**src/design/hue_lightness_map_pixel_defines.svh**
```systemverilog
// Assertion macros shared by the hue-lightness map pixel design.
`ifndef HUE_LIGHTNESS_MAP_PIXEL_DEFINES_SVH
`define HUE_LIGHTNESS_MAP_PIXEL_DEFINES_SVH

// Same-cycle implication, checked outside reset.
`define HLM_ASSERT_NOW(label, ante, cons, msg) \
  label: assert property (@(posedge clk) disable iff (rst) (ante) |-> (cons)) \
    else $error(msg);

// Next-cycle implication, checked outside reset.
`define HLM_ASSERT_NEXT(label, ante, cons, msg) \
  label: assert property (@(posedge clk) disable iff (rst) (ante) |=> (cons)) \
    else $error(msg);

`endif

```
**src/design/hlm_pkg.sv**
```systemverilog
// Shared constants, types and functions of the hue-lightness map pixel design.
package hlm_pkg;

  localparam int FRAC_BITS = 16;
  // Fixed-point ratios reach one, so they need one integer bit.
  localparam int QW = FRAC_BITS + 1;
  localparam int REM_W = 14;
  localparam int DIV_STAGES = FRAC_BITS + 1;
  localparam logic [QW-1:0] FX_ONE = QW'(1) << FRAC_BITS;

  localparam int CFG_W = 13;
  localparam logic [1:0] REG_MAP_WIDTH = 2'd0;
  localparam logic [1:0] REG_MAP_HEIGHT = 2'd1;
  localparam logic [1:0] REG_SAT_STEP = 2'd2;
  localparam logic [1:0] REG_SAT_LEVELS = 2'd3;

  localparam logic [2:0] SECTOR_0 = 3'd0;
  localparam logic [2:0] SECTOR_1 = 3'd1;
  localparam logic [2:0] SECTOR_2 = 3'd2;
  localparam logic [2:0] SECTOR_3 = 3'd3;
  localparam logic [2:0] SECTOR_4 = 3'd4;

  // Ratios leaving the divider pipeline.
  typedef struct packed {
    logic [QW-1:0] hue;
    logic [QW-1:0] sat;
    logic [QW-1:0] lq;
    logic bad;
  } ratio_t;

  // One pixel result.
  typedef struct packed {
    logic [7:0] red;
    logic [7:0] green;
    logic [7:0] blue;
    logic bad;
  } pixel_t;

  // Scales a fraction to a channel value, floor(v * 255) clamped to 255.
  function automatic logic [7:0] to_channel(input logic [QW:0] v);
    logic [QW+8:0] p;
    logic [QW+8-FRAC_BITS:0] c;
    p = {v, 8'd0} - (QW+9)'(v);
    c = p[QW+8:FRAC_BITS];
    return (c > (QW+9-FRAC_BITS)'(255)) ? 8'd255 : c[7:0];
  endfunction

endpackage

```
**src/design/hlm_ratio.sv**
```systemverilog
// Pipelined restoring dividers for hue, saturation and lightness ratios.
module hlm_ratio (
  input  logic clk,
  input  logic rst,
  input  logic in_valid,
  output logic in_ready,
  input  logic [11:0] col,
  input  logic [11:0] row,
  input  logic [7:0] step,
  input  logic bad,
  input  logic [hlm_pkg::CFG_W-1:0] div_w,
  input  logic [hlm_pkg::CFG_W-1:0] div_h,
  input  logic [hlm_pkg::CFG_W-1:0] div_l,
  output logic out_valid,
  input  logic out_ready,
  output hlm_pkg::ratio_t out_ratio
);
  import hlm_pkg::*;

  logic v [DIV_STAGES];
  logic bad_s [DIV_STAGES];
  logic [REM_W-1:0] rem [DIV_STAGES][3];
  logic [QW-1:0] quo [DIV_STAGES][3];
  logic [REM_W-1:0] rem_next [DIV_STAGES][3];
  logic [QW-1:0] quo_next [DIV_STAGES][3];
  logic [DIV_STAGES:0] rdy;
  logic [REM_W-1:0] dvs [3];
  logic [REM_W-1:0] num [3];

  assign dvs[0] = REM_W'(div_w);
  assign dvs[1] = REM_W'(div_h);
  assign dvs[2] = REM_W'(div_l);
  assign num[0] = REM_W'(col);
  assign num[1] = REM_W'(row);
  assign num[2] = REM_W'(step);

  // A stage takes a new word when it is empty or its word moves on.
  always_comb begin
    rdy[DIV_STAGES] = out_ready;
    for (int s = DIV_STAGES - 1; s >= 0; s--) begin
      rdy[s] = !v[s] || rdy[s+1];
    end
  end

  // One quotient bit per stage and lane; the first stage yields the integer bit.
  always_comb begin
    logic [REM_W-1:0] t;
    for (int s = 0; s < DIV_STAGES; s++) begin
      for (int k = 0; k < 3; k++) begin
        if (s == 0) begin
          t = num[k];
          quo_next[s][k] = QW'(t >= dvs[k]);
        end else begin
          t = {rem[s-1][k][REM_W-2:0], 1'b0};
          quo_next[s][k] = {quo[s-1][k][QW-2:0], t >= dvs[k]};
        end
        rem_next[s][k] = (t >= dvs[k]) ? t - dvs[k] : t;
      end
    end
  end

  // Valid bits move with their words; reset empties every stage.
  always_ff @(posedge clk) begin
    if (rst) begin
      for (int s = 0; s < DIV_STAGES; s++) begin
        v[s] <= 1'b0;
      end
    end else begin
      if (rdy[0]) begin
        v[0] <= in_valid;
      end
      for (int s = 1; s < DIV_STAGES; s++) begin
        if (rdy[s]) begin
          v[s] <= v[s-1];
        end
      end
    end
  end

  // Stage data registers.
  always_ff @(posedge clk) begin
    for (int s = 0; s < DIV_STAGES; s++) begin
      if (rdy[s]) begin
        bad_s[s] <= (s == 0) ? bad : bad_s[s-1];
        for (int k = 0; k < 3; k++) begin
          rem[s][k] <= rem_next[s][k];
          quo[s][k] <= quo_next[s][k];
        end
      end
    end
  end

  assign in_ready = rdy[0];
  assign out_valid = v[DIV_STAGES-1];
  assign out_ratio.hue = quo[DIV_STAGES-1][0];
  assign out_ratio.lq = quo[DIV_STAGES-1][1];
  assign out_ratio.sat = quo[DIV_STAGES-1][2];
  assign out_ratio.bad = bad_s[DIV_STAGES-1];

endmodule

```
**src/design/hlm_color.sv**
```systemverilog
// Four-stage HSL to RGB datapath: distances, chroma, offset, channel scaling.
module hlm_color (
  input  logic clk,
  input  logic rst,
  input  logic in_valid,
  output logic in_ready,
  input  hlm_pkg::ratio_t in_ratio,
  output logic out_valid,
  input  logic out_ready,
  output hlm_pkg::pixel_t out_pixel
);
  import hlm_pkg::*;

  logic [4:0] rdy;
  logic [3:0] v;

  // Stage one registers.
  logic [QW-1:0] s1_light, s1_sat, s1_omd, s1_omf;
  logic [2:0] s1_sector, s2_sector, s3_sector;
  logic s1_bad, s2_bad, s3_bad;
  // Stage two registers.
  logic [QW-1:0] s2_light, s2_omf, s2_chroma;
  // Stage three registers.
  logic [QW:0] s3_vc, s3_vx, s3_m;
  pixel_t s4_pix;

  logic [QW-1:0] light_next, omd_next, omf_next, chroma_next, x_next, m_next;
  logic [QW:0] twol;
  logic [QW+2:0] hs;
  logic [QW-1:0] fm, ldist, fdist;
  logic [2*QW-1:0] prod_c, prod_x;
  logic [7:0] vc, vx, vm;
  pixel_t pix_next;

  always_comb begin
    rdy[4] = out_ready;
    for (int s = 3; s >= 0; s--) begin
      rdy[s] = !v[s] || rdy[s+1];
    end
  end

  // Lightness, twice its distance from one half, and the hue sector split.
  always_comb begin
    light_next = FX_ONE - in_ratio.lq;
    twol = {light_next, 1'b0};
    ldist = (twol >= (QW+1)'(FX_ONE)) ? QW'(twol - (QW+1)'(FX_ONE))
                                      : QW'((QW+1)'(FX_ONE) - twol);
    omd_next = FX_ONE - ldist;
    hs = (QW+3)'(in_ratio.hue) * (QW+3)'(6);
    fm = QW'(hs[FRAC_BITS:0]);
    fdist = (fm >= FX_ONE) ? fm - FX_ONE : FX_ONE - fm;
    omf_next = FX_ONE - fdist;
  end

  // Chroma product.
  assign prod_c = (2*QW)'(s1_omd) * (2*QW)'(s1_sat);
  assign chroma_next = prod_c[FRAC_BITS+QW-1:FRAC_BITS];

  // Second component and the offset.
  assign prod_x = (2*QW)'(s2_chroma) * (2*QW)'(s2_omf);
  assign x_next = prod_x[FRAC_BITS+QW-1:FRAC_BITS];
  assign m_next = s2_light - (s2_chroma >> 1);

  // Channel scaling and the sector switch; bad pixels come out black.
  always_comb begin
    vc = to_channel(s3_vc);
    vx = to_channel(s3_vx);
    vm = to_channel(s3_m);
    unique case (s3_sector)
      SECTOR_0: pix_next = '{red: vc, green: vx, blue: vm, bad: 1'b0};
      SECTOR_1: pix_next = '{red: vx, green: vc, blue: vm, bad: 1'b0};
      SECTOR_2: pix_next = '{red: vm, green: vc, blue: vx, bad: 1'b0};
      SECTOR_3: pix_next = '{red: vm, green: vx, blue: vc, bad: 1'b0};
      SECTOR_4: pix_next = '{red: vx, green: vm, blue: vc, bad: 1'b0};
      default:  pix_next = '{red: vc, green: vm, blue: vx, bad: 1'b0};
    endcase
    if (s3_bad) begin
      pix_next = '{red: 8'd0, green: 8'd0, blue: 8'd0, bad: 1'b1};
    end
  end

  // Valid bits move with their words; reset empties every stage.
  always_ff @(posedge clk) begin
    if (rst) begin
      v <= '0;
    end else begin
      if (rdy[0]) v[0] <= in_valid;
      if (rdy[1]) v[1] <= v[0];
      if (rdy[2]) v[2] <= v[1];
      if (rdy[3]) v[3] <= v[2];
    end
  end

  // Pipeline data registers.
  always_ff @(posedge clk) begin
    if (rdy[0]) begin
      s1_light <= light_next;
      s1_sat <= in_ratio.sat;
      s1_omd <= omd_next;
      s1_omf <= omf_next;
      s1_sector <= hs[FRAC_BITS+2:FRAC_BITS];
      s1_bad <= in_ratio.bad;
    end
    if (rdy[1]) begin
      s2_light <= s1_light;
      s2_omf <= s1_omf;
      s2_chroma <= chroma_next;
      s2_sector <= s1_sector;
      s2_bad <= s1_bad;
    end
    if (rdy[2]) begin
      s3_vc <= (QW+1)'(s2_chroma) + (QW+1)'(m_next);
      s3_vx <= (QW+1)'(x_next) + (QW+1)'(m_next);
      s3_m <= (QW+1)'(m_next);
      s3_sector <= s2_sector;
      s3_bad <= s2_bad;
    end
    if (rdy[3]) begin
      s4_pix <= pix_next;
    end
  end

  assign in_ready = rdy[0];
  assign out_valid = v[3];
  assign out_pixel = s4_pix;

endmodule

```
**src/design/hue_lightness_map_pixel.sv**
```systemverilog
// Top level of the hue-lightness map pixel converter.
// An accepted word passes 17 divider stages, then 4 color stages, to its
// result word; throughput one pixel per clock while the output is not stalled.
// Every stage holds its word under backpressure and takes a new one once free.
// Synchronous active-high reset empties the pipeline and restores the
// registers to width 256, height 256, step 255, levels 256.
`include "hue_lightness_map_pixel_defines.svh"
module hue_lightness_map_pixel (
  input  logic clk,
  input  logic rst,
  input  logic s_tvalid,
  output logic s_tready,
  input  logic [23:0] s_tdata,   // col [11:0], row [23:12]
  output logic m_tvalid,
  input  logic m_tready,
  output logic [23:0] m_tdata,   // red [7:0], green [15:8], blue [23:16]
  output logic m_tuser,          // range_error
  input  logic cfg_we,
  input  logic [1:0] cfg_index,
  input  logic [hlm_pkg::CFG_W-1:0] cfg_data
);
  import hlm_pkg::*;

  logic [12:0] map_width, map_height;
  logic [7:0] sat_step;
  logic [8:0] sat_levels;
  logic [11:0] col, row;
  logic [12:0] height_m1;
  logic [8:0] levels_m1;
  logic bad;
  logic r_valid, r_ready;
  ratio_t ratio;
  pixel_t pix;

  // Configuration registers.
  always_ff @(posedge clk) begin
    if (rst) begin
      map_width <= 13'd256;
      map_height <= 13'd256;
      sat_step <= 8'd255;
      sat_levels <= 9'd256;
    end else if (cfg_we) begin
      unique case (cfg_index)
        REG_MAP_WIDTH: map_width <= cfg_data;
        REG_MAP_HEIGHT: map_height <= cfg_data;
        REG_SAT_STEP: sat_step <= cfg_data[7:0];
        REG_SAT_LEVELS: sat_levels <= cfg_data[8:0];
        default: ;
      endcase
    end
  end

  // Range check of registers and coordinates.
  assign col = s_tdata[11:0];
  assign row = s_tdata[23:12];
  assign height_m1 = map_height - 13'd1;
  assign levels_m1 = sat_levels - 9'd1;
  assign bad = (map_width == 13'd0) || (map_width > 13'd4096) ||
               (map_height < 13'd2) || (map_height > 13'd4096) ||
               (sat_levels < 9'd2) || (sat_levels > 9'd256) ||
               (9'(sat_step) > levels_m1) ||
               (13'(col) >= map_width) || (13'(row) >= map_height);

  hlm_ratio u_ratio (
    .clk(clk), .rst(rst),
    .in_valid(s_tvalid), .in_ready(s_tready),
    .col(col), .row(row), .step(sat_step), .bad(bad),
    .div_w(map_width), .div_h(height_m1), .div_l(CFG_W'(levels_m1)),
    .out_valid(r_valid), .out_ready(r_ready), .out_ratio(ratio)
  );

  hlm_color u_color (
    .clk(clk), .rst(rst),
    .in_valid(r_valid), .in_ready(r_ready), .in_ratio(ratio),
    .out_valid(m_tvalid), .out_ready(m_tready), .out_pixel(pix)
  );

  assign m_tdata = {pix.blue, pix.green, pix.red};
  assign m_tuser = pix.bad;

  // An out-of-range pixel is black.
  `HLM_ASSERT_NOW(a_bad_black, m_tvalid && m_tuser, m_tdata == 24'd0, "error pixel not black")
  // An empty output stage means the whole pipeline can take a word.
  `HLM_ASSERT_NOW(a_ready_free, !m_tvalid, s_tready, "input stalled with empty output")
  // A good lightness quotient never exceeds one.
  `HLM_ASSERT_NOW(a_lq_range, r_valid && !ratio.bad, ratio.lq <= FX_ONE, "lightness ratio above one")
  // A stalled result stays in place unchanged.
  `HLM_ASSERT_NEXT(a_out_hold, m_tvalid && !m_tready, m_tvalid && $stable(m_tdata) && $stable(m_tuser), "stalled result changed")

endmodule
```
**config.mk**
```make
export PLATFORM = sky130hd
export DESIGN_NAME = hue_lightness_map_pixel
export DESIGN_NICKNAME = d
export VERILOG_FILES = /design/src/design/hlm_pkg.sv /design/src/design/hlm_ratio.sv /design/src/design/hlm_color.sv /design/src/design/hue_lightness_map_pixel.sv
export VERILOG_INCLUDE_DIRS = /design/src /design/src/design
export SDC_FILE = /design/constraint.sdc
export NUM_CORES = 2
export LEC_CHECK = 0
export ABC_AREA = 0
export BUFFER_PORTS_ARGS = -buffer_cell sky130_fd_sc_hd__buf_4
export CORE_UTILIZATION = 55
export CTS_BUF_LIST = sky130_fd_sc_hd__clkbuf_2
export CTS_CLUSTER_SIZE = 16
export DETAILED_ROUTE_END_ITERATION = 7
export PLACE_DENSITY = 0.83
export SETUP_SLACK_MARGIN = 0.02
export SYNTH_ARGS = -nofsm -noshare
export SYNTH_HDL_FRONTEND = slang
export SYNTH_SLANG_ARGS = --single-unit
```
**constraint.sdc**
```tcl
create_clock -name clk -period 8.8 [get_ports clk]
set_input_delay 0.88 -clock clk [delete_from_list [all_inputs] [get_ports clk]]
set_output_delay 0.88 -clock clk [all_outputs]
set_load 0.01 [all_outputs]
```
# Word-level counts from Yosys, hierarchy flattened
# Memories as Yosys holds them, arrays and structs flattened. A register that Yosys moved wholly into a read port is not among the register bits.
# Index checks and enable logic that the tools add are counted.
# op_classes
n_reduce_logical	57
add_sub_neg	66
mux	144
n_eq_ne	7
n_bitwise	17
mul	3
order_cmp	64
# ops
op	n
$mux W14	51
$ge A14 B13 Y1	32
$sub A14 B13 Y14	32
$ge A14 B9 Y1	16
$sub A14 B9 Y14	16
$pmux W25 S5	1
$mux W1	87
$sub A17 B17 Y17 const A	5
$mul A17 B17 Y33	2
$ge A12 B13 Y1	4
$sub A26 B18 Y26	2
$add A17 B17 Y18	2
$mux W17	2
$sub A17 B17 Y17 const B	2
$gt A10 B8 Y1 const B	3
$logic_or A1 B1 Y1	29
$sub A12 B13 Y14	2
$gt A13 B13 Y1 const B	2
$sub A25 B17 Y26	1
$mux W8	3
$logic_not A1 Y1	21
$ge A18 B17 Y1 const B	1
$mul A17 B2 Y18 const B	1
$ge A17 B17 Y1 const B	1
other kinds (19)	40
# totals
mem_count	4
reg_bits	255
out_inout_bits	27
ram_bits	1615
# mem_list
memory	words	width	read_ports	rd_clocked_by_memory_dff	write_ports	line_no	text
u_ratio.quo	17	51	17	0	17	hlm_ratio.sv:23	logic [QW-1:0] quo [DIV_STAGES][3];
u_ratio.rem	17	42	16	0	17	hlm_ratio.sv:22	logic [REM_W-1:0] rem [DIV_STAGES][3];
u_ratio.bad_s	17	1	17	1	17	hlm_ratio.sv:21	logic bad_s [DIV_STAGES];
u_ratio.v	17	1	17	0	17	hlm_ratio.sv:20	logic v [DIV_STAGES];

# Depth between registers and ports, before layout
# depth
word_depth	26
depth_mapped	33
ltp_nobuf	32

# Modules after synthesis
# A second synthesis with hierarchy kept.
# unflattened
hier_cells	9312
area_unflattened_um2	101173.3
# by_module_without_submodules
mod	seq_area_each_um2	n_inst	cells_each	area_per_inst_um2
hlm_ratio	33542.2	1	5739	68122.8
hlm_color	6236.0	1	3205	30285.3
hue_lightness_map_pixel	860.8	1	368	2765.2

# Worst setup path before layout
# No wires, ideal clock.
# synth_timing
path_kind	reg2reg
from	register u_color.s2_chroma[11]
to	register u_color.s3_vx[16], data pin
t_required_ns	8.542
path_buffers	1
arrival_ns	7.724
path_stages_with_launch	31
path_slack_ns	0.819
setup_time_ns	0.258
synth_period_minus_slack_ns	7.981
path_cell_list	edfxtp_1 -> clkbuf_1 -> nand2_1 -> fa_1 -> fa_1 -> fa_1 -> inv_1 -> fa_1 -> fa_1 -> inv_1 -> fa_1 -> inv_1 -> ha_1 -> and4_1 -> a221o_1 -> o21ai_0 -> nand2b_1 -> a21oi_1 -> xnor2_1 -> ha_1 -> fa_1 -> a21o_1 -> a21oi_1 -> o21bai_1 -> a21oi_1 -> o21bai_1 -> a211o_1 -> a2111oi_0 -> o31ai_1 -> a21oi_1 -> xnor2_1
# synth_between
elab_chain_len	2
elab_cells_between_ends	3
cone_classes	add/sub (2); mul (1)
# synth_rtl
element	line_no	text
from (decl)	hlm_color.sv:22	logic [QW-1:0] s2_light, s2_omf, s2_chroma;
from (signal assigned)	hlm_color.sv:107	s2_chroma <= chroma_next;
$mul A17 B17 Y33 / $sub A17 B16 Y17 (equally long branches)	hlm_color.sv:60, hlm_color.sv:62	
$add A17 B17 Y18 (*)	hlm_color.sv:113	s3_vx <= (QW+1)'(x_next) + (QW+1)'(m_next);
to (signal assigned)	hlm_color.sv:113	
to (decl)	hlm_color.sv:24	logic [QW:0] s3_vc, s3_vx, s3_m;
# Mark *: on every way between the ends. The rest lies on a longest branch, timed or not.
# A chain may end at the register's enable or synchronous reset.

# Worst setup path in the final report
# layout_timing
from	register u_color.s2_chroma[9]
to	register u_color.s3_vx[14], data pin
# The elaborated chain is that of the path after synthesis.

==> metrics list <==
- Yosys mapped the design onto 99 distinct sky130hd cell types.
- Ys flop type: sky130_fd_sc_hd__edfxtp_1
* Data arrival time at the worst-slack endpoint: 9.76 ns
- The tree is rooted in a sky130_fd_sc_hd__clkbuf_2.
* Initial antenna violation count: 7
* Final Setup Violations: 0
* Setup repair after global routing missed its margin: false
- At the end of routability-driven placement, the weighted congestion stood at 0.935.
- Sink count of the clock tree: 1366
- Wires add up to 218 mm.
- Final critical-path required period: 8.44 ns
- Total half-perimeter wirelength after legalization and detailed placement: 155 mm
- The number of clock buffers added by TritonCTS is 357.
* Number of nets still failing antenna checks after routing: 0
- Post-route fraction of the period consumed by the critical path: 0.959
- TritonCTS clock tree: done
- Master of the slowest instance on the critical path: sky130_fd_sc_hd__edfxtp_1
- Fmax achieved: 118 MHz
* Dominant cell type by area after synthesis: sky130_fd_sc_hd__edfxtp_1
* CP required: 10.12 ns
- Initial DRT Pass Iterations: 8
* Final net count: 10488
- Synth Area in Adders: 0.210
- Maximum cell stage delay along the critical path: 0.57 ns
- Status: completed
- Horizontal extent of the die: 419 µm
* Wire length of the first global-routing pass: 354 mm
- Port Buffers: 70
- Fraction of registers with async set or reset after synthesis: 0
* H-tree levels: 5
- Filler Cells Inserted: 13495
- Synthesis-to-finish area growth: 8.51%
- Setup slack on the worst reg-to-reg path comes out at 0.36 ns.
- Total of max-cap violations: 0
- Complex-gate fraction of the synthesized area: 0.100
* Layout cell share with drive strength beyond 1: 0.132
* Proportion of synthesized chip area in sequential cells: 0.423
* Drt initial violations: 4959
* Worst hold path class: in -> reg
* XOR/XNOR Fraction of Synth Area: 0.0604
- Summed over all failing endpoints, the final setup total negative slack is 0 ns.
* Drt drc: 0
- Die H: 419 µm
- No sink is reached through more buffers than the 4 on the longest clock path.
- For this design the top-level I/O count stands at 71.
- Gate count of the mapped netlist: 8628
- Overall routing resource usage: 0.249
* Die area: 176000 µm²
* Final worst clock skew: 0.296 ns
- Yosys attributes the largest share of cell area to sky130_fd_sc_hd__edfxtp_1 (41%), sky130_fd_sc_hd__ha_1 (12%), sky130_fd_sc_hd__fa_1 (9.1%).
* Number of global-route vias before repair: 70857
- Entering global routing, the biggest net connects 79 pins.
- Total vias in the final route: 67592
* Vias/cell: 5.79
* Remaining global-route overflow: 0
- Dominant combinational cell family by area after synthesis: adder cells
* Row cnt: 152
- Relative slew margins: 0.0736
* Top fanout value on the critical path: 8
* Crit path capture type: flip-flop
* Clock latency on the worst-skew pair: 1.81 ns
- Top post-synthesis cells by count: sky130_fd_sc_hd__edfxtp_1 (1319), sky130_fd_sc_hd__ha_1 (911), sky130_fd_sc_hd__inv_1 (885)
* Starting Density: 0.556
- Number of enable-type register cells in the synthesized netlist: 1319
* Min Hold Slack: 0.244 ns
- Avg Inst Size Synth: 11.1 µm²
- The floorplan step defined a core boundary enclosing 172000 µm².
* Critical setup path kind: reg -> reg
- Fin. Hold Viols: 0
- Mean routed wirelength per cell: 18.7 µm
- Library cell with the highest instance count after synthesis: sky130_fd_sc_hd__edfxtp_1
- At the pin with the least slew margin, the transition time is 1.39 ns.
- Startpoint types: flip-flop
- The synthesized design contains 1366 register bits.
- Clock transition at the register clock pins on the worst setup and hold paths after CTS: 0.11 ns
- Counting every net in the synthesized netlist gives 10017.
- Multiplexer share of the synthesized area: 0.0482
* Area of the mapped netlist: 95800 µm²
- Yosys warns: 0
* Max-slew violation count: 0
* Critical Path Most Common Cell: sky130_fd_sc_hd__fa_1
- Area fraction in and, or, nand and nor cells after synthesis: 0.115
- Fraction of post-synthesis cell area in the top cell type by area: 0.414
state kept, by name (all words and copies together) (netlist names), 8 cells and up:
| name | flops |
|---|---|
| map_height | 13 |
| map_width | 13 |
| sat_levels | 9 |
| sat_step | 8 |
| u_color.out_pixel | 25 |
| u_color.s1_light | 17 |
| u_color.s1_omd | 15 |
| u_color.s1_omf | 16 |
| u_color.s1_sat | 17 |
| u_color.s2_chroma | 17 |
| u_color.s2_light | 17 |
| u_color.s2_omf | 16 |
| u_color.s3_m | 17 |
| u_color.s3_vc | 18 |
| u_color.s3_vx | 18 |
| u_ratio.bad_s | 17 |
| u_ratio.quo | 459 |
| u_ratio.rem | 621 |
| u_ratio.v | 17 |
cell families after synthesis:
logic type	after synthesis
compound gates	1490
xor+xnor	658
fa+ha+maj	1345
buf+inv	1075
flops	1366
mux	415
simple gates	2279
layout make-up:
class                      count  area (µm²)  share of cell area
tap                         2310        2890              0.0278
multi-input combinational   6187       51500               0.495
clock inverter               111         596             0.00573
antenna                       11        27.5            0.000265
timing repair buffer         301        2560              0.0246
inverter                     886        3330              0.0320
clock buffer                 499        2500              0.0240
sequential                  1366       40600               0.390
cells in the final DEF (no fill, tap or decap), types with 44 or more instances in the layout:
cell type and count:
sky130_fd_sc_hd__a211oi_1 52, sky130_fd_sc_hd__a21o_1 137, sky130_fd_sc_hd__a21oi_1 529, sky130_fd_sc_hd__and2_1 249, sky130_fd_sc_hd__buf_4 184, sky130_fd_sc_hd__clkbuf_2 500, sky130_fd_sc_hd__clkinv_1 67, sky130_fd_sc_hd__dfxtp_1 44
sky130_fd_sc_hd__dlygate4sd3_1 115, sky130_fd_sc_hd__edfxtp_1 1319, sky130_fd_sc_hd__fa_1 434, sky130_fd_sc_hd__ha_1 911, sky130_fd_sc_hd__inv_1 878, sky130_fd_sc_hd__mux2_2 363, sky130_fd_sc_hd__mux2i_1 50, sky130_fd_sc_hd__nand2_1 691
sky130_fd_sc_hd__nand2b_1 72, sky130_fd_sc_hd__nand3_1 102, sky130_fd_sc_hd__nand4_1 120, sky130_fd_sc_hd__nor2_1 552, sky130_fd_sc_hd__nor2b_1 76, sky130_fd_sc_hd__nor3_1 138, sky130_fd_sc_hd__o21a_1 60, sky130_fd_sc_hd__o21ai_0 232
sky130_fd_sc_hd__o21bai_1 166, sky130_fd_sc_hd__or2_2 51, sky130_fd_sc_hd__xnor2_1 464, sky130_fd_sc_hd__xor2_1 175
through the flow:
step	area [µm²]	worst slack (ns)	instances	util
finish	104000	0.361	11671	0.603
global route	104000	0.0266	11670	0.603
CTS	104000	0.0386	11644	0.602
detailed placement	99500	0.0866	10916	0.577
global placement	99500	0.269	10916	0.577
floorplan	95800	0.819	8628	-
critical path, delay by kind of cell, from the launching register on:
kind            cells  cell delay [ns]
compound gates     12             2.58
xor+xnor            2             0.21
buf+inv             4             0.34
simple gates        3             0.40
fa+ha+maj           9             4.00
flops               1             0.57
routing by layer:
layer	GRT usage	vias to the layer above	part of all wire
li1	-	31732	-
met1	0.293	32674	0.40
met2	0.436	2443	0.50
met3	0.0377	743	0.056
met4	0.137	0	0.053
met5	0	-	0
path summary, 6_finish.rpt:
check / cells after the start / startpoint / endpoint
setup / recovery: 30 / u_color.s2_chroma[9] / u_color.s3_vx[14]
hold / removal: 4 / s_tdata[11] / u_ratio.rem[0][40]
setup reg to reg: 30 / u_color.s2_chroma[9] / u_color.s3_vx[14]
hold reg to reg: 0 / u_ratio.quo[7][41] / u_ratio.quo[8][42]
timing repair:
item,CTS,global route
setup endpoints to repair,1,3
buffers inserted,3,16
hold buffers,115,0
resized for setup,0,3
hold endpoints to repair,94,0
Power is left out: the tool's default activity adds up to more than one toggle a clock period on the data nets, which glitch-free logic cannot reach.
